**src/hw/rtl/lbp3_pkg.sv**
```systemverilog
// ============================================================================
// lbp3_pkg
// Shared constants, register codes and types of the 3x3 LBP code block.
// ============================================================================
package lbp3_pkg;

    // line buffer size and derived widths
    localparam int MAX_WIDTH = 1024;
    localparam int W_COL     = $clog2(MAX_WIDTH);     // column index
    localparam int W_WID     = W_COL + 1;             // width value, holds MAX_WIDTH
    localparam int W_ROW     = 12;                    // row index and height
    localparam int W_RNX     = W_ROW + 1;             // row plus one, no overflow
    localparam int W_PIX     = 8;

    // configuration port
    localparam int W_CFG     = 12;
    localparam int W_CFG_IDX = 1;
    localparam logic [W_CFG_IDX-1:0] CFG_IMAGE_WIDTH  = 1'b0;
    localparam logic [W_CFG_IDX-1:0] CFG_IMAGE_HEIGHT = 1'b1;
    localparam logic [W_WID-1:0]     RST_WIDTH        = W_WID'(100);
    localparam logic [W_ROW-1:0]     RST_HEIGHT       = W_ROW'(100);
    localparam int                   MIN_SIZE         = 3;

    // output queue, depth a power of two
    localparam int OUT_DEPTH = 4;
    localparam int W_OPTR    = $clog2(OUT_DEPTH);
    localparam int W_OCNT    = $clog2(OUT_DEPTH + 1);

    // code bit positions, clockwise from top-left
    localparam int BIT_TL = 7;
    localparam int BIT_T  = 6;
    localparam int BIT_TR = 5;
    localparam int BIT_R  = 4;
    localparam int BIT_BR = 3;
    localparam int BIT_B  = 2;
    localparam int BIT_BL = 1;
    localparam int BIT_L  = 0;

    typedef struct packed {
        logic [W_COL-1:0] x;
        logic             emit;   // centre is interior
        logic             last;   // last interior pixel of the frame
    } t_pos_info;

    typedef struct packed {
        logic [W_PIX-1:0] code;
        logic             last;
    } t_result;

endpackage

```
**src/hw/rtl/lbp3_window.sv**
```systemverilog
// ============================================================================
// lbp3_window
// Six-register 3x3 window and the eight neighbour compares of the centre.
// ============================================================================
module lbp3_window (
    input  logic                         i_clk,
    input  logic                         i_rst_n,
    input  logic                         i_valid,
    input  lbp3_pkg::t_pos_info          i_pos,
    input  logic [lbp3_pkg::W_PIX-1:0]   i_top,
    input  logic [lbp3_pkg::W_PIX-1:0]   i_mid,
    input  logic [lbp3_pkg::W_PIX-1:0]   i_bot,
    output logic                         o_res_valid,
    output lbp3_pkg::t_result            o_res
);
    import lbp3_pkg::*;

    // per row: [0]/[1] top, [2]/[3] middle, [4]/[5] bottom; even = two columns back
    logic [W_PIX-1:0] r_win [6];
    logic [W_PIX-1:0] s_c;

    always_comb begin
        s_c                = r_win[3];
        o_res.code         = '0;
        o_res.code[BIT_TL] = r_win[0] > s_c;
        o_res.code[BIT_T]  = r_win[1] > s_c;
        o_res.code[BIT_TR] = i_top    > s_c;
        o_res.code[BIT_R]  = i_mid    > s_c;
        o_res.code[BIT_BR] = i_bot    > s_c;
        o_res.code[BIT_B]  = r_win[5] > s_c;
        o_res.code[BIT_BL] = r_win[4] > s_c;
        o_res.code[BIT_L]  = r_win[2] > s_c;
        o_res.last         = i_pos.last;
        o_res_valid        = i_valid && i_pos.emit;
    end

    always_ff @(posedge i_clk) begin
        if (!i_rst_n) begin
            for (int i = 0; i < 6; i++) begin
                r_win[i] <= '0;
            end
        end else if (i_valid) begin
            r_win[0] <= r_win[1];
            r_win[1] <= i_top;
            r_win[2] <= r_win[3];
            r_win[3] <= i_mid;
            r_win[4] <= r_win[5];
            r_win[5] <= i_bot;
        end
    end

endmodule

```
**config.mk**
```make
export PLATFORM = sky130hd
export DESIGN_NAME = lbp3_window
export DESIGN_NICKNAME = d
export VERILOG_FILES = /design/src/hw/rtl/lbp3_pkg.sv /design/src/hw/rtl/lbp3_window.sv
export SDC_FILE = /design/constraint.sdc
export NUM_CORES = 1
export LEC_CHECK = 0
export BUFFER_PORTS_ARGS = -buffer_cell sky130_fd_sc_hd__buf_2
export CAP_MARGIN = 20
export CORE_ASPECT_RATIO = 0.9
export CORE_MARGIN = 5
export CORE_UTILIZATION = 50
export CTS_BUF_LIST = sky130_fd_sc_hd__clkbuf_2 sky130_fd_sc_hd__clkbuf_4 sky130_fd_sc_hd__clkbuf_8
export DETAILED_ROUTE_END_ITERATION = 10
export GPL_ROUTABILITY_DRIVEN = 0
export HOLD_SLACK_MARGIN = 0.06
export PLACE_DENSITY = 0.68
export SYNTH_ARGS = -nofsm -noshare
export SYNTH_HDL_FRONTEND = slang
export SYNTH_SLANG_ARGS = --single-unit
```
**constraint.sdc**
```tcl
create_clock -name i_clk -period 5.6 [get_ports i_clk]
set_input_delay 1.12 -clock i_clk [delete_from_list [all_inputs] [get_ports i_clk]]
set_output_delay 1.12 -clock i_clk [all_outputs]
set_load 0.02 [all_outputs]
```
# ---- Word level (Yosys, flattened, before mapping)
# Memory sizes are Yosys's and may differ from the RTL's.
# Cells that the tools add are included.
dict set report totals {
  reg_bits 0
  mem_bits_rw 48
  inputBits 39
  output_inout_bits 10
  wordCells 26
  n_memories 1
}
# name words word_bits rd rd_ports_with_merged_regs wr line
set memory_table {}
lappend memory_table {r_win 6 8 6 0 6 lbp3_window.sv:19} ;# logic [W_PIX-1:0] r_win [6];
dict set report classes {
  order_cmp 8
  n_mux 10
  n_bitwise 6
  n_reduce_logical 1
}
# operator count
set ops {}
lappend ops {{$gt 8x8->1} 8}
lappend ops {{$mux 8} 6}
lappend ops {{$or 1x1->1} 6}
lappend ops {{$mux 1} 4}
lappend ops {{$logic_and 1x1->1} 1}

# ---- Longest topological paths before layout
dict set report logic_depth {
  depth_word 4
  mapped_depth 6
  ltp_nobuf 6
}

# ---- Worst setup path after synthesis
# OpenSTA, ideal clock, no wires.
dict set report synth_path {
  kind {input to output}
  startpoint {in i_bot[1] in the netlist's numbering}
  endpoint {out o_res[4] in the netlist's numbering}
  t_arrival_ps 1961
  t_required_ps 4480
  setup_slack_ps 2519
  stages 5
  n_path_buf 0
  path_cell_list {ha_1 -> nor2b_4 -> o211ai_2 -> a21oi_2 -> o22a_1}
}
# element line
set synth_rtl {}
lappend synth_rtl {{from (decl)} lbp3_window.sv:12} ;# input logic [lbp3_pkg::W_PIX-1:0] i_bot,
lappend synth_rtl {{to (decl)} lbp3_window.sv:14} ;# output lbp3_pkg::t_result o_res

==> metrics.yaml <==
post_drt_wl_per_cell_um: 15.5
cp_common_cell: "buf_2"
cts_buffer_depth: 2
final_cell_mix: "ha_1 (64), and3_1 (48), edfxtp_1 (48)"
slowest_stage: "ha_1"
via_count: 2167
crit_family: "compound AO/OA/AOI/OAI gates"
cts_tree: "done"
total_power_mw: 0.856
crit_path_cell_trace: "buf_2, ha_1, nor2b_4, o211ai_2, a21oi_2, o22a_1, buf_2"
top_register: "r_win"
synth_seq_area_share: 0.434
dr.pass1.iters: 4
post_dp_cell_area_sq_mm: 0.00355
initial_core_util: 0.510
p_sw_frac: 0.288
internal_power_mw: 0.609
fmax_mhz: 302
fin_skew_ns: 0.00210
ir_drop_v: 0.0000915
fin_crit_ns: 3.31
end_kind: "primary output"
combPwrFrac: 0.281
cpPeakStageDelay_ns: 0.30
pre_cts_slack_ns: 2.30
worstMarginPinSlew_ns: 0.631
slew_headroom: 0.579
synthTopCellsByArea: "edfxtp_1 (43%), ha_1 (24%), and3_1 (9.0%)"
maxSlewViolCount: 0
path_class: "in -> out"
dieWidth_um: 95.9
finalSetupTns_ns: 0
cts_max_level: 2
cts_resized: 0
hold_viol: 0
yosys_warnings: 0
final_common_cell: "ha_1"
path_clk_slew_ns: 0.07
finalCritPeriodShare: 0.590
clock-sinks: 48
insertion_delay_ns: 0.30
cap_viol_max_count: 0
grt.overflow.total: 0
start_kind: "input pin"
grt_pass1_wl_um: 10600
largest_reg_flops: 48
final_antenna_net_count: 0
antenna_found_initial: 0
status: "finished clean"
core_area_sq_mm: 0.00652
grt_usage: 0.167
p_seq_frac: 0.511
routed_via_density: 5.46
synth_cells: 276
area_growth_pct: 9.68
portBuffers: 36
dr.first_iter.drc_count: 99
avgSynthCellArea_sq_um: 12.0
grt_setup_unrepaired: "no"
hold_path_class: "reg -> reg"
synth.top_cell.area_share: 0.434
finalNetCount: 412
cts_inserted_buffers: 5
dp_hpwl_um: 4370
powerDensity_mw_per_mm2: 235
synth_area_leader_cell: "edfxtp_1"
syn-cell-area_sq_mm: 0.00332
synth_cell_types: 18
remaining_drc_errors: 0
die_y_um: 87.3
cts-root-buf: "clkbuf_8"
cts_setup_buffers: 0
cp.arrival_ns: 2.19
finalWirelength_um: 6170
setup_viol: 0
n_antenna_cell: 0
ys_seq_elements: 48
cp.buffers_inverters: 2
post-route-util: 0.559
power_switching_mw: 0.247
rows: 28
reg_top3: "r_win (48)"
ioPinCount: 49
drive_above_1_share: 0.218
die_area_sq_mm: 0.00838
grt_max_degree: 51
p_clk_frac: 0.207
p_leak_nw: 1.73
required_ns: 4.48
grt_pass1_vias: 2266
final.setup.worst_slack_ns: 2.29
finish.instance_area_sq_mm: 0.00364
path_max_fanout: 2
syn-num-nets: 379
hold_buffers: 0
==> layer usage <==
layer	part of all wire	vias to the layer above	track usage
met5	0	-	0
met4	0.029	0	0.0736
met3	0.038	18	0.0285
met2	0.43	45	0.268
met1	0.50	967	0.220
li1	-	1137	-
==> logic make-up after synthesis <==
kind of cell	Yosys count	share of synthesized area
compound gates	56	0.121
fa+ha+maj	64	0.241
buf+inv	26	0.0380
flops	48	0.434
simple gates	82	0.166
==> metrics by stage <==
| step | hold WS [ns] | instances |
|---|---|---|
| floorplan | 0.548 | 276 |
| global route | 0.597 | 397 |
| finish | 0.576 | 397 |
| global placement | 0.557 | 391 |
| detailed placement | 0.563 | 391 |
| CTS | 0.582 | 396 |
==> power by group through the flow <==
stage                     registers [mW]  logic (mW)  clock network, mW
after floorplan                    0.441       0.182                  0
after global placement             0.446       0.232                  0
after detailed placement           0.446       0.240                  0
after CTS                          0.438       0.242              0.181
after global routing               0.441       0.277              0.190
final                              0.438       0.241              0.177
==> path summary, 6_finish.rpt <==
| kind | startpoint | end | slack [ns] | depth (start not counted) |
|---|---|---|---|---|
| worst max register to register | r_win[0][24]$_SDFFCE_PN0P_ | r_win[0][16]$_SDFFCE_PN0P_ | 4.46 | 1 |
| worst max-delay path | i_mid[1] | o_res[5] | 2.29 | 7 |
| worst min register to register | r_win[0][25]$_SDFFCE_PN0P_ | r_win[0][17]$_SDFFCE_PN0P_ | 0.58 | 1 |
| worst min-delay path | r_win[0][25]$_SDFFCE_PN0P_ | r_win[0][17]$_SDFFCE_PN0P_ | 0.58 | 1 |
==> cells in the mapped netlist, drive strengths merged <==
cell type	instances
buf	8
nor2b	8
o211ai	8
o22a	8
clkbuf	3
ha	64
nand4	16
nand2	8
a21oi	32
and2	1
nand2b	1
edfxtp	48
o21ai	8
inv	15
and3	48
==> final cells by class <==
class	count	area, sq um
Fill cell	579	2870
Multi-Input combinational cell	202	1760
Sequential cell	48	1440
Timing Repair Buffer	37	208
Tap cell	90	113
Clock buffer	5	68.8
Inverter	15	56.3
(Power assumes the default switching activity.)
