## config.mk

```make
export PLATFORM = sky130hd
export DESIGN_NAME = lbp3_out_fifo
export DESIGN_NICKNAME = d
export VERILOG_FILES = /design/src/hw/rtl/lbp3_pkg.sv /design/src/hw/rtl/lbp3_out_fifo.sv
export SDC_FILE = /design/constraint.sdc
export NUM_CORES = 1
export LEC_CHECK = 0
export ABC_AREA = 0
export BUFFER_PORTS_ARGS = -buffer_cell sky130_fd_sc_hd__clkbuf_2
export CAP_MARGIN = 40
export CORE_MARGIN = 10
export CORE_UTILIZATION = 40
export DETAILED_ROUTE_END_ITERATION = 10
export MAX_ROUTING_LAYER = met4
export SYNTH_ARGS = -nofsm -noshare
export SYNTH_HDL_FRONTEND = slang
export SYNTH_SLANG_ARGS = --single-unit
```

## constraint.sdc

```tcl
create_clock -name i_clk -period 2.8 [get_ports i_clk]
set_input_delay 0.14 -clock i_clk [delete_from_list [all_inputs] [get_ports i_clk]]
set_output_delay 0.14 -clock i_clk [all_outputs]
set_load 0.05 [all_outputs]
```

## src/hw/rtl/lbp3_pkg.sv

```systemverilog
// ============================================================================
// lbp3_pkg
// Shared constants, register codes and types of the 3x3 LBP code block.
// ============================================================================
package lbp3_pkg;

    // line buffer size and derived widths
    localparam int MAX_WIDTH = 1024;
    localparam int W_COL     = $clog2(MAX_WIDTH);     // column index
    localparam int W_WID     = W_COL + 1;             // width value, holds MAX_WIDTH
    localparam int W_ROW     = 12;                    // row index and height
    localparam int W_RNX     = W_ROW + 1;             // row plus one, no overflow
    localparam int W_PIX     = 8;

    // configuration port
    localparam int W_CFG     = 12;
    localparam int W_CFG_IDX = 1;
    localparam logic [W_CFG_IDX-1:0] CFG_IMAGE_WIDTH  = 1'b0;
    localparam logic [W_CFG_IDX-1:0] CFG_IMAGE_HEIGHT = 1'b1;
    localparam logic [W_WID-1:0]     RST_WIDTH        = W_WID'(100);
    localparam logic [W_ROW-1:0]     RST_HEIGHT       = W_ROW'(100);
    localparam int                   MIN_SIZE         = 3;

    // output queue, depth a power of two
    localparam int OUT_DEPTH = 4;
    localparam int W_OPTR    = $clog2(OUT_DEPTH);
    localparam int W_OCNT    = $clog2(OUT_DEPTH + 1);

    // code bit positions, clockwise from top-left
    localparam int BIT_TL = 7;
    localparam int BIT_T  = 6;
    localparam int BIT_TR = 5;
    localparam int BIT_R  = 4;
    localparam int BIT_BR = 3;
    localparam int BIT_B  = 2;
    localparam int BIT_BL = 1;
    localparam int BIT_L  = 0;

    typedef struct packed {
        logic [W_COL-1:0] x;
        logic             emit;   // centre is interior
        logic             last;   // last interior pixel of the frame
    } t_pos_info;

    typedef struct packed {
        logic [W_PIX-1:0] code;
        logic             last;
    } t_result;

endpackage

```

## src/hw/rtl/lbp3_out_fifo.sv

```systemverilog
// ============================================================================
// lbp3_out_fifo
// Small result queue that decouples the pipeline from the output stall.
// ============================================================================
module lbp3_out_fifo (
    input  logic                          i_clk,
    input  logic                          i_rst_n,
    input  logic                          i_push,
    input  lbp3_pkg::t_result             i_data,
    output logic [lbp3_pkg::W_OCNT-1:0]   o_count,
    output logic                          o_valid,
    input  logic                          i_ready,
    output lbp3_pkg::t_result             o_data
);
    import lbp3_pkg::*;

    t_result           r_mem [OUT_DEPTH];
    logic [W_OPTR-1:0] r_wr_ptr, n_wr_ptr;
    logic [W_OPTR-1:0] r_rd_ptr, n_rd_ptr;
    logic [W_OCNT-1:0] r_count,  n_count;
    logic              s_pop;

    always_comb begin
        s_pop    = o_valid && i_ready;
        n_wr_ptr = i_push ? r_wr_ptr + W_OPTR'(1) : r_wr_ptr;
        n_rd_ptr = s_pop  ? r_rd_ptr + W_OPTR'(1) : r_rd_ptr;
        n_count  = r_count + W_OCNT'(i_push) - W_OCNT'(s_pop);
    end

    always_ff @(posedge i_clk) begin
        if (!i_rst_n) begin
            r_wr_ptr <= '0;
            r_rd_ptr <= '0;
            r_count  <= '0;
        end else begin
            r_wr_ptr <= n_wr_ptr;
            r_rd_ptr <= n_rd_ptr;
            r_count  <= n_count;
        end
    end

    always_ff @(posedge i_clk) begin
        if (i_push) begin
            r_mem[r_wr_ptr] <= i_data;
        end
    end

    assign o_count = r_count;
    assign o_valid = (r_count != '0);
    assign o_data  = r_mem[r_rd_ptr];

endmodule

```

# Word level (Yosys, flattened, before mapping)
# Memories as Yosys holds them, arrays and structs flattened. A register that Yosys moved wholly into a read port is not among the register bits.
# Index checks and enable logic that the tools add are counted.
totals:
  regBits: 7
  latchBits: 0
  ramBits: 36
  rom_bits: 0
  inputBits: 13
  out_inout_bits: 13
  elab_cells: 14
  mem_count: 1
mem_list:
  columns: ["name", "words", "word_bits", "rd", "rd_ports_with_merged_regs", "wr", "line", "source"]
  rows:
  - ["r_mem", 4, 9, 1, 1, 1, "lbp3_out_fifo.sv:17", "t_result r_mem [OUT_DEPTH];"]
op_classes:
  addsub: 4
  mul: 0
  n_div: 0
  order_cmp: 0
  eq_ne: 0
  n_shift: 0
  muxes: 4
  n_bitwise: 0
  reduce_logical: 2
op_table:
  columns: ["op", "count"]
  rows:
  - ["adder 2 x 1 -> 2 bit, second input constant", 2]
  - ["2-to-1 mux 2 bit", 2]
  - ["adder 3 x 1 -> 3 bit", 1]
  - ["nonzero test 3 bit", 1]
  - ["subtractor 3 x 1 -> 3 bit", 1]
  - ["2-to-1 mux 1 bit", 2]
  - ["logical AND 1 bit", 1]

# Depth between registers and ports, before layout
logic_depth:
  depth_word: 4
  depth_mapped: 7
  depth_no_buf: 7

# Least setup slack after synthesis
# No wires, ideal clock.
synth_path:
  kind: "register to register"
  start: "register r_count[1], in the netlist o_count[1]"
  end: "register r_count[2], in the netlist o_count[2]"
  setup_ps: 115
  arrival_time_ps: 2092
  t_required_ps: 2685
  path_slack_ps: 593
  path_stages_with_launch: 8
  path_buffers: 0
  period_less_slack_ps: 2207
  cell_sequence: "dfxtp_1 o31a_2 ha_1 inv_1 ha_1 fa_1 xnor3_1 and2_1"
synth_via:
  elab_chain_cells: 3
  elab_cells_between_ends: 4
  cone_classes: "add/sub (2); reduce/logical (2)"
synth_lines:
  columns: ["item", "line", "source"]
  rows:
  - ["from (decl)", "lbp3_out_fifo.sv:20", "logic [W_OCNT-1:0] r_count, n_count;"]
  - ["from (signal assigned)", "lbp3_out_fifo.sv:38", "r_count <= n_count;"]
  - ["nonzero test 3 bit", "lbp3_out_fifo.sv:49", "assign o_valid = (r_count != '0);"]
  - ["logical AND 1 bit", "lbp3_out_fifo.sv:24", "s_pop = o_valid && i_ready;"]
  - ["named net s_pop", "lbp3_out_fifo.sv:21", "logic s_pop;"]
  - ["subtractor 3 x 1 -> 3 bit", "lbp3_out_fifo.sv:27", "n_count = r_count + W_OCNT'(i_push) - W_OCNT'(s_pop);"]
# The timed path passes the listed nets, and every way through them passes these cells.
# A chain may end at the register's enable or synchronous reset.

# Worst setup path in the final report
# Same ends and word-level chain as after synthesis.

==> reports/results.tsv <==
stage	metric	value	unit
setup_path	Setup crit start kind	flop	
place	placed cell areas	0.001944	sq mm
clock_tree	TritonCTS buffer count	5	
floorplanning	full die area	0.007487	sq mm
hold_path	Min-Delay Path Depth	1	
timing	final hold violation count	0	
route	drt total wl	2872	microns
floorplanning	core area	0.004324	sq mm
setup_path	Reg2Reg Launch Point	o_count[1]	
finish	diode count	0	
yosys	Cell variety after synth	18	
setup_path	register-to-register setup slack	750	ps
place	Detail Placement HPWL	2053	microns
hold_path	Hold Crit Start	i_data[2]	
floorplanning	Die Span Y	86.53	microns
floorplanning	die width	86.53	microns
clock_tree	Skew-Pair Late Insertion Delay	290	ps
yosys	Top FF cell, synth	edfxtp_1	
timing	RSZ-0062 raised after global routing	false	
route	DR iter-0 viols	53	
place	Post-Place Setup Slack	754.9	ps
timing	Final WS setup	752.7	ps
timing	Slew Limit Headroom	58.33	%
finish	layout cells sized above 1	35.25	%
clock_tree	CTS Hold Buffers Added	0	
clock_tree	Max Root-Sink Buffers	2	
setup_path	CP Data Arrival Time	2240	ps
timing	Tmin final	2047	ps
floorplanning	Starting Density	40.94	%
floorplanning	Rows	24	
grt	Total GRT Usage	8.746	%
yosys	most frequent cell after synthesis	edfxtp_1	
timing	Slew Viols, Final	0	
hold_path	HP Class	in2reg	
setup_path	worst-path fanout max	6	
timing	fmax	0.4885	GHz
clock_tree	Worst-path clk slew	80	ps
grt	number of global-route vias before repair	989	
timing	Fin Setup TNS	0	ps
timing	fin crit share	73.12	%
run	Max Cap Viol	0	
route	Via density	4.931	
setup_path	WP data required	2990	ps
yosys	synth cell count leaders	edfxtp_1, dfxtp_1, mux4_2, and2_1	
yosys	mapped cell area	0.001770	sq mm
timing	Tightest Pin Transition	624.1	ps
setup_path	Setup CP Type	reg2reg	
timing	hold slack	55.74	ps
floorplanning	# IOs	26	
power_and_ir_drop	Sw Share	32.56	%
route	final antenna-violating net count	0	
clock_tree	post-cts gate resize count	0	
yosys	Post-Synthesis Mean Instance Area	19.46	sq um
yosys	synth top area cells	edfxtp_1, mux4_2, dfxtp_1, ha_1, and2_1	
grt	GRT overflow	0	
power_and_ir_drop	sequential power share	42.9	%
grt	pin count of the biggest net entering global routing	15	
clock_tree	Root Buffer	clkbuf_8	
clock_tree	postcts setup bufs	0	
finish	post-route cell area	0.002078	sq mm
route	First-pass DRT Iterations	4	
finish	fin nets	141	
yosys	Synth Register Bits	45	
setup_path	R2R cell count	7	
setup_path	R2R Path End	o_count[2]	
yosys	sequential-to-total area share from yosys stat	71.24	%
grt	initial antenna violation count	0	
place	RePlAce Congestion	0.7621	
clock_tree	TritonCTS Sinks	45	
yosys	post-synth top area cell	edfxtp_1	
finish	FILL cells	378	
power_and_ir_drop	Internal	1341	uW
yosys	number of synthesized flops with an enable pin	36	
power_and_ir_drop	clock share of power	28.4	%
power_and_ir_drop	Comb pwr share	28.7	%
yosys	FFs w/ async S/R, synth	0	%
yosys	share of the synthesized area in the top cell type	61.06	%
setup_path	Crit. End Element	flop	
route	DR WL/cell	16.51	microns
status	status	completed	
hold_path	Worst Hold Endpoint	r_mem[2][2]	
power_and_ir_drop	Power Dens Cells	956.5	mW/mm^2
finish	Synth-to-Final Area Change	17.38	%
yosys	synth warn	0	
yosys	Mapped Nets	111	
power_and_ir_drop	static leakage power	0.0007790	uW
clock_tree	H-tree levels	2	
grt	first-pass GRT wire length	4774	microns
timing	clock skew	4.981	ps
timing	Final Setup Violations	0	
route	drt drc	0	
yosys	Post-Syn Instances	91	
power_and_ir_drop	Net Sw Power	647.2	uW
power_and_ir_drop	Pwr Total	1988	uW
place	port bufs	25	
power_and_ir_drop	Max VDD drop	0.0003658	V
clock_tree	TritonCTS clock tree	yes	
route	via count	858	
-- layout make-up --
| class | instances | area [sq um] | share of cell area [%] |
|---|---|---|---|
| Inverter | 6 | 22.52 | 1.084 |
| Clock buffer | 5 | 68.82 | 3.311 |
| Multi-Input combinational cell | 38 | 470.5 | 22.64 |
| Timing Repair Buffer | 25 | 125.1 | 6.020 |
| Tap cell | 52 | 65.06 | 3.131 |
| Sequential cell | 45 | 1261 | 60.69 |
| Clock inverter | 3 | 65.06 | 3.131 |
-- critical path: stages, from the launching register on --
cell	delay, ps
dfxtp_1	350
o31a_2	400
ha_1	290
inv_1	40
ha_1	180
fa_1	370
xnor3_1	170
and2_1	150
-- routing by layer --
metal,up-vias,track usage [%],share of wire (%),wire length [microns]
met5,-,-,0,0
met1,426,9.033,42,1193
met3,5,3.659,5.4,154
li1,408,-,-,-
met4,0,3.535,1.1,32
met2,19,14.43,52,1491
-- flip-flops by register name, indices dropped and copies added (netlist names), named ones only --
register and count:
o_count 3, r_rd_ptr 2, r_wr_ptr 2, r_mem 36
-- how the worst max path moves through the flow --
stage                    start    endpoint  slack, ps  depth (start not counted)
global route        o_count[1]  o_count[2]        620                          7
global placement    o_count[1]  o_count[2]        800                          7
CTS                       flop   o_data[3]        720                          2
detailed placement  o_count[1]  o_count[2]        750                          7
floorplan           o_count[1]  o_count[2]        590                          7
finish              o_count[1]  o_count[2]        750                          7
-- placed cells by master (no fill, tap or decap), types with 2 or more instances in the layout --
cell type  count
and2_1         8
bufinv_16      2
clkbuf_2      25
clkbuf_8       5
dfxtp_1        9
edfxtp_1      36
ha_1           6
inv_1          6
mux2i_1        4
mux4_2         9
nand2_1        2
nand2b_1       2
-- per-stage QoR --
| stage | cells | utilization (%) |
|---|---|---|
| floorplan | 91 | - |
| global placement | 166 | 44.97 |
| detailed placement | 166 | 44.97 |
| CTS | 174 | 48.06 |
| global route | 174 | 48.06 |
| finish | 174 | 48.06 |
-- power groups by stage --
stage / combinational, uW / clock, uW / sequential, uW
2_1_floorplan: 441 / 0 / 887
3_3_place_gp: 566 / 0 / 866
3_5_place_dp: 581 / 0 / 873
4_1_cts: 581 / 575 / 857
5_1_grt: 624 / 605 / 867
6_report: 570 / 565 / 852
-- cells by family after synthesis --
group                    after synthesis  share of synthesized area [%]
adder cells (fa/ha/maj)                7                          5.371
XOR/XNOR                               2                          1.767
AO/OA/AOI/OAI                          2                          1.060
flip-flops                            45                          71.24
AND/OR/NAND/NOR                       14                          4.665
multiplexers                          13                          13.71
buffers and inverters                  8                          2.190
(Power assumes the default switching activity.)
