File: src/hw/rtl/lbp3_pkg.sv
// ============================================================================
// lbp3_pkg
// Shared constants, register codes and types of the 3x3 LBP code block.
// ============================================================================
package lbp3_pkg;

    // line buffer size and derived widths
    localparam int MAX_WIDTH = 1024;
    localparam int W_COL     = $clog2(MAX_WIDTH);     // column index
    localparam int W_WID     = W_COL + 1;             // width value, holds MAX_WIDTH
    localparam int W_ROW     = 12;                    // row index and height
    localparam int W_RNX     = W_ROW + 1;             // row plus one, no overflow
    localparam int W_PIX     = 8;

    // configuration port
    localparam int W_CFG     = 12;
    localparam int W_CFG_IDX = 1;
    localparam logic [W_CFG_IDX-1:0] CFG_IMAGE_WIDTH  = 1'b0;
    localparam logic [W_CFG_IDX-1:0] CFG_IMAGE_HEIGHT = 1'b1;
    localparam logic [W_WID-1:0]     RST_WIDTH        = W_WID'(100);
    localparam logic [W_ROW-1:0]     RST_HEIGHT       = W_ROW'(100);
    localparam int                   MIN_SIZE         = 3;

    // output queue, depth a power of two
    localparam int OUT_DEPTH = 4;
    localparam int W_OPTR    = $clog2(OUT_DEPTH);
    localparam int W_OCNT    = $clog2(OUT_DEPTH + 1);

    // code bit positions, clockwise from top-left
    localparam int BIT_TL = 7;
    localparam int BIT_T  = 6;
    localparam int BIT_TR = 5;
    localparam int BIT_R  = 4;
    localparam int BIT_BR = 3;
    localparam int BIT_B  = 2;
    localparam int BIT_BL = 1;
    localparam int BIT_L  = 0;

    typedef struct packed {
        logic [W_COL-1:0] x;
        logic             emit;   // centre is interior
        logic             last;   // last interior pixel of the frame
    } t_pos_info;

    typedef struct packed {
        logic [W_PIX-1:0] code;
        logic             last;
    } t_result;

endpackage

File: src/hw/rtl/lbp3_pos.sv
// ============================================================================
// lbp3_pos
// Frame size registers and raster position counters for incoming pixels.
// ============================================================================
module lbp3_pos (
    input  logic                             i_clk,
    input  logic                             i_rst_n,
    input  logic                             i_cfg_we,
    input  logic [lbp3_pkg::W_CFG_IDX-1:0]   i_cfg_index,
    input  logic [lbp3_pkg::W_CFG-1:0]       i_cfg_data,
    input  logic                             i_accept,
    input  logic                             i_frame_start,
    output lbp3_pkg::t_pos_info              o_pos
);
    import lbp3_pkg::*;

    logic [W_WID-1:0] r_width,  n_width;   // already clamped to 3..MAX_WIDTH
    logic [W_ROW-1:0] r_height, n_height;  // already raised to at least 3
    logic [W_COL-1:0] r_col,    n_col;
    logic [W_ROW-1:0] r_row,    n_row;

    logic [W_WID-1:0] s_cfg_w;
    logic [W_ROW-1:0] s_cfg_h;
    logic [W_WID-1:0] s_col_in, s_x, s_x_inc;
    logic [W_RNX-1:0] s_row_in, s_y0, s_y, s_y_inc;

    // size registers
    always_comb begin
        s_cfg_w  = i_cfg_data[W_WID-1:0];
        s_cfg_h  = i_cfg_data[W_ROW-1:0];
        n_width  = r_width;
        n_height = r_height;
        if (i_cfg_we) begin
            unique case (i_cfg_index)
                CFG_IMAGE_WIDTH: begin
                    if (s_cfg_w < W_WID'(MIN_SIZE)) begin
                        n_width = W_WID'(MIN_SIZE);
                    end else if (s_cfg_w > W_WID'(MAX_WIDTH)) begin
                        n_width = W_WID'(MAX_WIDTH);
                    end else begin
                        n_width = s_cfg_w;
                    end
                end
                CFG_IMAGE_HEIGHT: begin
                    n_height = (s_cfg_h < W_ROW'(MIN_SIZE)) ? W_ROW'(MIN_SIZE) : s_cfg_h;
                end
                default: begin
                    n_width  = r_width;
                    n_height = r_height;
                end
            endcase
        end
    end

    // position of the pixel on the input now, and where the next one lands
    always_comb begin
        s_col_in = i_frame_start ? '0 : {1'b0, r_col};
        s_row_in = i_frame_start ? '0 : {1'b0, r_row};
        // a column past a shrunk width starts a new row first
        if (s_col_in >= r_width) begin
            s_x  = '0;
            s_y0 = s_row_in + W_RNX'(1);
        end else begin
            s_x  = s_col_in;
            s_y0 = s_row_in;
        end
        s_y = (s_y0 >= {1'b0, r_height}) ? '0 : s_y0;

        o_pos.x    = s_x[W_COL-1:0];
        o_pos.emit = (s_x >= W_WID'(2)) && (s_y >= W_RNX'(2));
        o_pos.last = (s_x == r_width - W_WID'(1)) && (s_y == {1'b0, r_height} - W_RNX'(1));

        s_x_inc = s_x + W_WID'(1);
        s_y_inc = s_y + W_RNX'(1);
        n_col   = r_col;
        n_row   = r_row;
        if (i_accept) begin
            if (s_x_inc >= r_width) begin
                n_col = '0;
                n_row = (s_y_inc >= {1'b0, r_height}) ? '0 : s_y_inc[W_ROW-1:0];
            end else begin
                n_col = s_x_inc[W_COL-1:0];
                n_row = s_y[W_ROW-1:0];
            end
        end
    end

    always_ff @(posedge i_clk) begin
        if (!i_rst_n) begin
            r_width  <= RST_WIDTH;
            r_height <= RST_HEIGHT;
            r_col    <= '0;
            r_row    <= '0;
        end else begin
            r_width  <= n_width;
            r_height <= n_height;
            r_col    <= n_col;
            r_row    <= n_row;
        end
    end

endmodule

File: config.mk
export PLATFORM = sky130hd
export DESIGN_NAME = lbp3_pos
export DESIGN_NICKNAME = d
export VERILOG_FILES = /design/src/hw/rtl/lbp3_pkg.sv /design/src/hw/rtl/lbp3_pos.sv
export SDC_FILE = /design/constraint.sdc
export NUM_CORES = 1
export LEC_CHECK = 0
export BUFFER_PORTS_ARGS = -buffer_cell sky130_fd_sc_hd__buf_4
export CORE_MARGIN = 2
export CORE_UTILIZATION = 55
export CTS_BUF_LIST = sky130_fd_sc_hd__clkbuf_4
export CTS_CLUSTER_DIAMETER = 30
export DETAILED_ROUTE_END_ITERATION = 8
export HOLD_SLACK_MARGIN = 0.06
export PLACE_DENSITY = 0.71
export SLEW_MARGIN = 20
export SYNTH_ARGS = -nofsm -noshare
export SYNTH_HDL_FRONTEND = slang
export SYNTH_SLANG_ARGS = --single-unit
File: constraint.sdc
create_clock -name i_clk -period 20.1 [get_ports i_clk]
set_input_delay 3.015 -clock i_clk [delete_from_list [all_inputs] [get_ports i_clk]]
set_output_delay 3.015 -clock i_clk [all_outputs]
set_load 0.03 [all_outputs]
[Yosys cells after proc, flatten, opt, wreduce, memory -nomap -nowiden]
Cells that the tools add are included.
W data, S select, Z words.
Cells by class
  $add $sub $neg: 5
  $lt $le $gt $ge: 9
  equal/unequal tests: 2
  mux-type cells: 11
  bitwise gates (word level): 1
  reductions and logical operators: 4
Operator list (count)
  $mux W12: 4
  $mux W10: 3
  $ge A13 B12 Y1: 2
  $mux W13: 2
  $mux W11: 2
  $add A12 B1 Y13 const B: 1
  $add A13 B1 Y13 const B: 1
  $eq A13 B13 Y1: 1
  $ge A13 B2 Y1 const B: 1
  $sub A12 B1 Y13 const B: 1
  $lt A12 B2 Y1 const B: 1
  $add A11 B1 Y11 const B: 1
  $eq A11 B11 Y1: 1
  $ge A10 B11 Y1: 1
  $ge A11 B11 Y1: 1
  $ge A11 B2 Y1 const B: 1
  $gt A11 B11 Y1 const B: 1
  $lt A11 B2 Y1 const B: 1
  $sub A11 B1 Y11 const B: 1
  $reduce_and A2 Y1: 2
  $logic_and A1 B1 Y1: 2
  $not A1 Y1: 1
Word-level totals
  register bits after elaboration: 45
  input port bits: 18
  output and inout port bits: 12
  word-level logic and storage cells: 36

[Depth between registers and ports, before layout]
Gate-level depths: netlist of the first run.
  word-level depth: 9
  mapped depth: 34
  gate-level depth less buffers: 29

[Worst setup path after synthesis of the first run]
OpenSTA, ideal clock, no wires.
  kind: input port to output port
  start point: input port i_frame_start
  end point: output port o_pos[0] in the netlist's numbering
  arrival time: 8.463 ns
  data required time: 17.085 ns
  path slack: 8.622 ns
  cell stages on the path: 29
  buffers on the path: 6
  cells stage by stage: buf_2 > clkbuf_1 > nor2b_1 > ha_1 > o21ba_2 > and2_1 > buf_6 > a31oi_4 > buf_2 > a21oi_1 > xnor2_1 > inv_1 > ha_1 > nand3_1 > nor2_1 > a21oi_1 > a32o_1 > nand2_2 > buf_4 > clkbuf_1 > nor2_1 > ha_1 > o211a_1 > o21ai_0 > nor3_1 > o21ai_0 > nor4_1 > nand4_1 > a2111oi_2
RTL lines
  start: declaration: RTL line lbp3_pos.sv:12  | input logic i_frame_start,
  end: declaration: RTL line lbp3_pos.sv:13  | output lbp3_pkg::t_pos_info o_pos

==> qor.yml, run 1 <==
synth_area_leaders: "dfxtp_1 19%, ha_1 14%, xnor2_1 5.8%, nand2_1 5.7%, a21oi_1 5.0%"
timing.fmax_ghz: 0.0809
die_y_um: 97.9
drc: 0
wirelength_mm: 15.1
synth.avg_cell_area_sq_um: 7.37
gp_congestion: 1.01
hold_viol: 0
worstHoldPathType: "register to register"
cts_buffer_depth: 2
cts_resized: 0
hold-worst-slack_ps: 487
ys.flop_type: "dfxtp_1"
setup_slack_ps: 7740
via_count: 5106
drive_above_1_share: 0.0957
hpwlAfterDp_mm: 11.9
relSlewSlack: 0.367
power_per_cell_area_nw_per_um2: 38.8
rsz0062_at_grt: "false"
core_sq_um: 8640
setup.worst_path.start: "i_frame_start"
track_usage: 0.310
busiest_layer: "met2"
dieArea_sq_um: 9580
critical_path_required_ps: 17090
ant_nets: 0
cts-root-buf: "clkbuf_4"
grt_pass1_vias: 4787
clkSlewWorstSetupHoldPaths_ps: 150
tritoncts: "yes"
start_util: 0.561
diodes: 0
io_pins: 30
place_ws_ps: 7850
fin_nets: 739
cap_viol_max_count: 0
clock_latency_ps: 390
r2r-start: "r_col[8]"
critPathMaxFanout: 23
ys.warnings.count: 0
met2_usage: 0.493
setup_tns_ps: 0
rows: 34
ys_ff_latch: 45
syn_inst: 657
syn_nets: 728
worstSetupEndpointType: "output pin"
worst_slew_pin_slew_ps: 949
ys_async_sr_fraction: 0
grt_start_max_net_pins: 24
drt_pass1_iterations: 5
overflow: 0
yosysSeqAreaShare: 0.186
peakVddDrop_mv: 0.0315
grtUsageMet1: 0.432
syn_to_final_growth_pct: 6.35
cts_buffers: 5
grt_pass1_wl_mm: 24.2
cts_setup_buffers: 0
routed_via_density: 6.57
final.fill_count: 845
synth_cell_type_count: 73
fin_crit_ps: 12360
grt_use_met3: 0.0344
crit_path_start_kind: "primary input"
run_status: "complete, no violations"
synth-edff-count: 0
yosysTopAreaCellShare: 0.186
setup_viol: 0
wl_per_cell_um: 19.4
final_util: 0.597
crit_type: "primary input to output pin"
drt_iter0_markers: 501
power.leakage_uw: 0.00218
skew_ps: 22.2
finalMaxSlewViolations: 0
h-tree-depth: 2
fin_total_pwr_uw: 200
yosysTopAreaCell: "dfxtp_1"
antenna_found_initial: 0
numPortBuffers: 29
clock_sinks: 45
period_share: 0.615
die_w_um: 97.9
cp_data_arrival_time_ps: 9350
postCtsHoldBufs: 0
hp-start: "r_height[3]"
syn_area_sq_um: 4840
worst paths after layout:
| kind | slack (ps) | end | depth (start not counted) |
|---|---|---|---|
| setup / recovery | 7740 | o_pos[0] | 25 |
| hold / removal | 490 | r_height[3] | 2 |
| setup reg to reg | 12230 | r_row[5] | 26 |
| hold reg to reg | 490 | r_height[3] | 2 |
cells in the final DEF, fill, tap and decap left out, drive strengths merged, types with 5 or more instances in the layout:
| cell type | n |
|---|---|
| nand2 | 74 |
| a22oi | 9 |
| nor3 | 26 |
| buf | 30 |
| a221oi | 5 |
| mux2i | 6 |
| clkinv | 6 |
| o31ai | 6 |
| nor2 | 50 |
| nand3 | 21 |
| nand2b | 7 |
| nand4 | 12 |
| dfxtp | 45 |
| or3 | 9 |
| a211oi | 13 |
| ha | 53 |
| clkbuf | 5 |
| and3 | 9 |
| nor2b | 14 |
| a21oi | 50 |
| a21o | 8 |
| o211ai | 6 |
| o21ai | 33 |
| xnor2 | 32 |
| xor2 | 8 |
| and2 | 5 |
| a31oi | 7 |
| nor4 | 10 |
| inv | 48 |
Yosys cell counts (13+ instances only):
cell type and instances:
nor3_1 26, xnor2_1 32, inv_1 47, o21ai_0 27, nand2_1 73, ha_1 53, nor2_1 49, a21oi_1 48
a211oi_1 13, clkbuf_1 18, nand3_1 21, nor2b_1 14, dfxtp_1 45
per-stage QoR:
stage | instance area (sq um) | cells
after floorplan | 4840 | 657
after global placement | 5090 | 769
after detailed placement | 5090 | 769
after CTS | 5150 | 777
after global routing | 5150 | 777
final | 5150 | 777
cell families after synthesis:
logic type	share of synthesized area
mux	0.0124
buf+inv	0.0640
fa+ha+maj	0.137
simple gates	0.271
flops	0.186
xor+xnor	0.0723
compound gates	0.257
critical path, stage by stage:
cell and delay, ps:
buf_4 180, inv_2 250, nand2_1 170, inv_1 170, ha_1 280, a211o_1 310
and2_1 240, a31oi_4 500, a21oi_1 170, mux2i_1 550, inv_1 110, ha_1 220
a2111oi_0 430, a32o_1 400, nand2_2 310, nor2_1 280, ha_1 170, o211a_1 130
o21ai_0 70, nor3_1 200, o21ai_0 140, nor4_1 260, nand4_1 150, a2111oi_2 370
buf_4 230
per-layer routing:
metal	wire length, um	share of wire
met5	0	0
met4	525	0.035
met3	1200	0.080
met2	6780	0.45
met1	6560	0.44
flip-flops by register name (all words and copies together) (netlist names):
signal,cells
r_col,10
r_width,11
r_row,12
r_height,12
report_power, final:
part / switching [uW] / internal (uW)
sequential: 4.46 / 92.7
combinational: 34.5 / 20.4
clock: 33.8 / 13.9
total: 72.7 / 127
layout make-up:
cell class,count,area (sq um),share of cell area
clock inverters,3,22.5,0.00437
repair buffers,30,225,0.0437
well taps,108,135,0.0262
multi-input cells,535,3640,0.706
inverters,51,191,0.0372
clock buffers,5,37.5,0.00729
flip-flops and latches,45,901,0.175
Note: power is estimated with default switching activity, not from simulation.
==> inputs of run 2 (changes only) <==
- ABC_AREA: unset -> 1
- clock period: 20.1 -> 12.45 ns (I/O delays scaled with it)
==> qor.yml, run 2 <==
die_y_um: 99.8  # was 97.9 um
grt_start_max_net_pins: 36  # was 24
ys.flop_type: "dfxtp_1"  # unchanged
crit_slowest_cell: "xnor2_1"  # was mux2i_1
io_pins: 30  # unchanged
ys_async_sr_fraction: 0  # unchanged
power_per_cell_area_nw_per_um2: 60.9  # was 38.8 nW/um^2
grtUsageMet1: 0.449  # was 0.432
final_cell_mix: "180 x nand2_1, 115 x inv_1, 77 x nor2_1, 53 x ha_1, 49 x nand3_1"  # was 73 x nand2_1, 53 x ha_1, 49 x nor2_1, 48 x a21oi_1, 47 x inv_1
skew_ps: 10.1  # was 22.2 ps
cts-root-buf: "clkbuf_4"  # unchanged
period_share: 0.698
drc: 0  # unchanged
synth_area_leaders: "dfxtp_1 18%, nand2_1 13%, ha_1 13%, inv_1 8.6%, nor2_1 5.8%"  # was dfxtp_1 19%, ha_1 14%, xnor2_1 5.8%, nand2_1 5.7%, a21oi_1 5.0%
netSwitchingFraction: 0.377  # was 0.364
yosysTopAreaCell: "dfxtp_1"  # unchanged
clockPowerShare: 0.263  # was 0.239
timing.fmax_ghz: 0.115
worstHoldPathType: "register to register"  # unchanged
p_int_uw: 204  # was 127 uW
track_usage: 0.314  # was 0.310
cts_setup_buffers: 0  # unchanged
ys.warnings.count: 0  # unchanged
tritoncts: "yes"  # unchanged
synth_cell_type_count: 58  # was 73
rsz0062_at_grt: "false"  # unchanged
place_ws_ps: 3770  # was 7850 ps
cts_buffers: 5  # unchanged
wl_per_cell_um: 16.5  # was 19.4 um
setup_tns_ps: 0  # unchanged
max_stage_delay_ps: 430  # was 550 ps
setup_viol: 0  # unchanged
diodes: 0  # unchanged
syn_nets: 852  # was 728
worstSetupEndpointType: "output pin"  # unchanged
cts_resized: 0  # unchanged
numPortBuffers: 29  # unchanged
antenna_found_initial: 0  # unchanged
ant_nets: 0  # unchanged
routed_via_density: 5.76  # was 6.57
start_util: 0.573  # was 0.561
relSlewSlack: 0.508  # was 0.367
power.leakage_uw: 0.00262  # was 0.00218 uW
cap_viol_max_count: 0  # unchanged
peakVddDrop_mv: 0.0538  # was 0.0315 mV
clkSlewWorstSetupHoldPaths_ps: 170  # was 150 ps
cts_buffer_depth: 2  # unchanged
gp_congestion: 0.943  # was 1.01
hpwlAfterDp_mm: 12.1  # was 11.9 mm
via_count: 5246  # was 5106
grt_pass1_wl_mm: 24.9  # was 24.2 mm
synthMostInstantiatedCell: "nand2_1"  # unchanged
rows: 34  # unchanged
yosysSeqAreaShare: 0.179  # was 0.186
final_common_cell: "nand2_1"  # unchanged
setup_slack_ps: 3760  # was 7740 ps
syn_to_final_growth_pct: 6.40  # was 6.35%
drive_above_1_share: 0.118  # was 0.0957
hold_viol: 0  # unchanged
syn_area_sq_um: 5040  # was 4840 sq um
wirelength_mm: 15.1  # about the same
drt_iter0_markers: 351  # was 501
dieArea_sq_um: 9950  # was 9580 sq um
yosys-top-cells-count: "180 x nand2_1, 115 x inv_1, 78 x nor2_1, 53 x ha_1, 49 x nand3_1"  # was 73 x nand2_1, 53 x ha_1, 49 x nor2_1, 48 x a21oi_1, 47 x inv_1
combinationalPowerShare: 0.266  # was 0.275
grt_pass1_vias: 4922  # was 4787
fin_nets: 872  # was 739
clock_latency_ps: 390  # about the same
grt_use_met3: 0.0365  # was 0.0344
h-tree-depth: 2  # unchanged
crit_top_cell: "nand2_1"  # was ha_1
top_regs: "r_height x12, r_row x12, r_width x11"  # unchanged
crit_type: "primary input to output pin"  # unchanged
clock_sinks: 45  # unchanged
seqPwrFrac: 0.471  # was 0.486
core_sq_um: 8810  # was 8640 sq um
final.fill_count: 872  # was 845
run_status: "complete, no violations"  # unchanged
syn_inst: 781  # was 657
drt_pass1_iterations: 6  # was 5
synth.avg_cell_area_sq_um: 6.46  # was 7.37 sq um
busiest_layer: "met2"  # unchanged
crit_path_start_kind: "primary input"  # unchanged
p_sw_uw: 123  # was 72.7 uW
met2_usage: 0.515  # was 0.493
cp_data_arrival_time_ps: 6820  # was 9350 ps
worst_slew_pin_slew_ps: 738  # was 949 ps
finalMaxSlewViolations: 0  # unchanged
postCtsHoldBufs: 0  # unchanged
die_w_um: 99.8  # was 97.9 um
synth-edff-count: 0  # unchanged
critPathMaxFanout: 20  # was 23
yosysTopAreaCellShare: 0.179  # was 0.186
ys_ff_latch: 45  # unchanged
critical_path_required_ps: 10580  # was 17090 ps
fin_crit_ps: 8690
overflow: 0  # unchanged
run 2: cell types whose count changed after synthesis, sizes merged, moves of 8 or more:
cell	change
or3	-9
inv	+73
nor3	-17
a21o	-8
nor2b	-14
nand4	+13
xor2	+25
nand2	+114
nand3	+34
xnor2	-24
nor2	+42
clkbuf	-9
run 2: power groups by stage:
stage	clock, uW	combinational (uW)	sequential, uW
3_5_place_dp	0	85.0	157
2_1_floorplan	0	63.0	156
5_1_grt	92.3	97.7	155
6_report	86.0	86.8	154
3_3_place_gp	0	83.4	157
4_1_cts	86.0	85.4	154
run 2: worst max-delay path: cells and delay by family:
family / cells / cell delay, ps
AO/OA/AOI/OAI: 1 / 110
XOR/XNOR: 1 / 430
adder cells (fa/ha/maj): 3 / 800
buffers and inverters: 5 / 690
AND/OR/NAND/NOR: 26 / 2930
run 2: routing by layer:
layer | part of all wire | vias to the layer above | routed length, um
met3 | 0.078 | 26 | 1170
met2 | 0.45 | 218 | 6730
li1 | - | 2606 | -
met1 | 0.46 | 2396 | 6880
met5 | 0 | - | 0
met4 | 0.018 | 0 | 277
run 2: final timing paths:
check           startpoint  endpoint  slack [ps]  cells past startpoint
min               r_col[9]  r_col[9]         480                      2
max          i_frame_start  o_pos[0]        3760                     36
min reg2reg       r_col[9]  r_col[9]         480                      2
max reg2reg     r_width[2]  r_row[7]        5730                     36
run 2: logic make-up (layout without fill, tap and decap cells):
group / count (synthesis) / count (layout) / share of synthesized area
adder cells (fa/ha/maj): 53 / 53 / 0.132
AO/OA/AOI/OAI: 112 / 112 / 0.134
flip-flops: 45 / 45 / 0.179
AND/OR/NAND/NOR: 388 / 388 / 0.368
buffers and inverters: 142 / 163 / 0.115
XOR/XNOR: 41 / 41 / 0.0727
run 2: cell type report:
class                   instances  area (sq um)  share of cell area
clock buffers                   5          37.5             0.00700
well taps                     108           135              0.0252
flip-flops and latches         45           901               0.168
inverters                     126           479              0.0893
multi-input cells             594          3570               0.665
repair buffers                 29           218              0.0406
clock inverters                 3          28.8             0.00536
run 2: per-stage QoR:
| step | cells | utilization | power (uW) | cell area, sq um | hold slack, ps |
|---|---|---|---|---|---|
| finish | 910 | 0.609 | 327 | 5370 | 478 |
| global placement | 902 | 0.601 | 240 | 5300 | 456 |
| detailed placement | 902 | 0.601 | 242 | 5300 | 462 |
| floorplan | 781 | - | 219 | 5040 | 445 |
| CTS | 910 | 0.609 | 325 | 5360 | 483 |
| global route | 910 | 0.609 | 345 | 5370 | 503 |
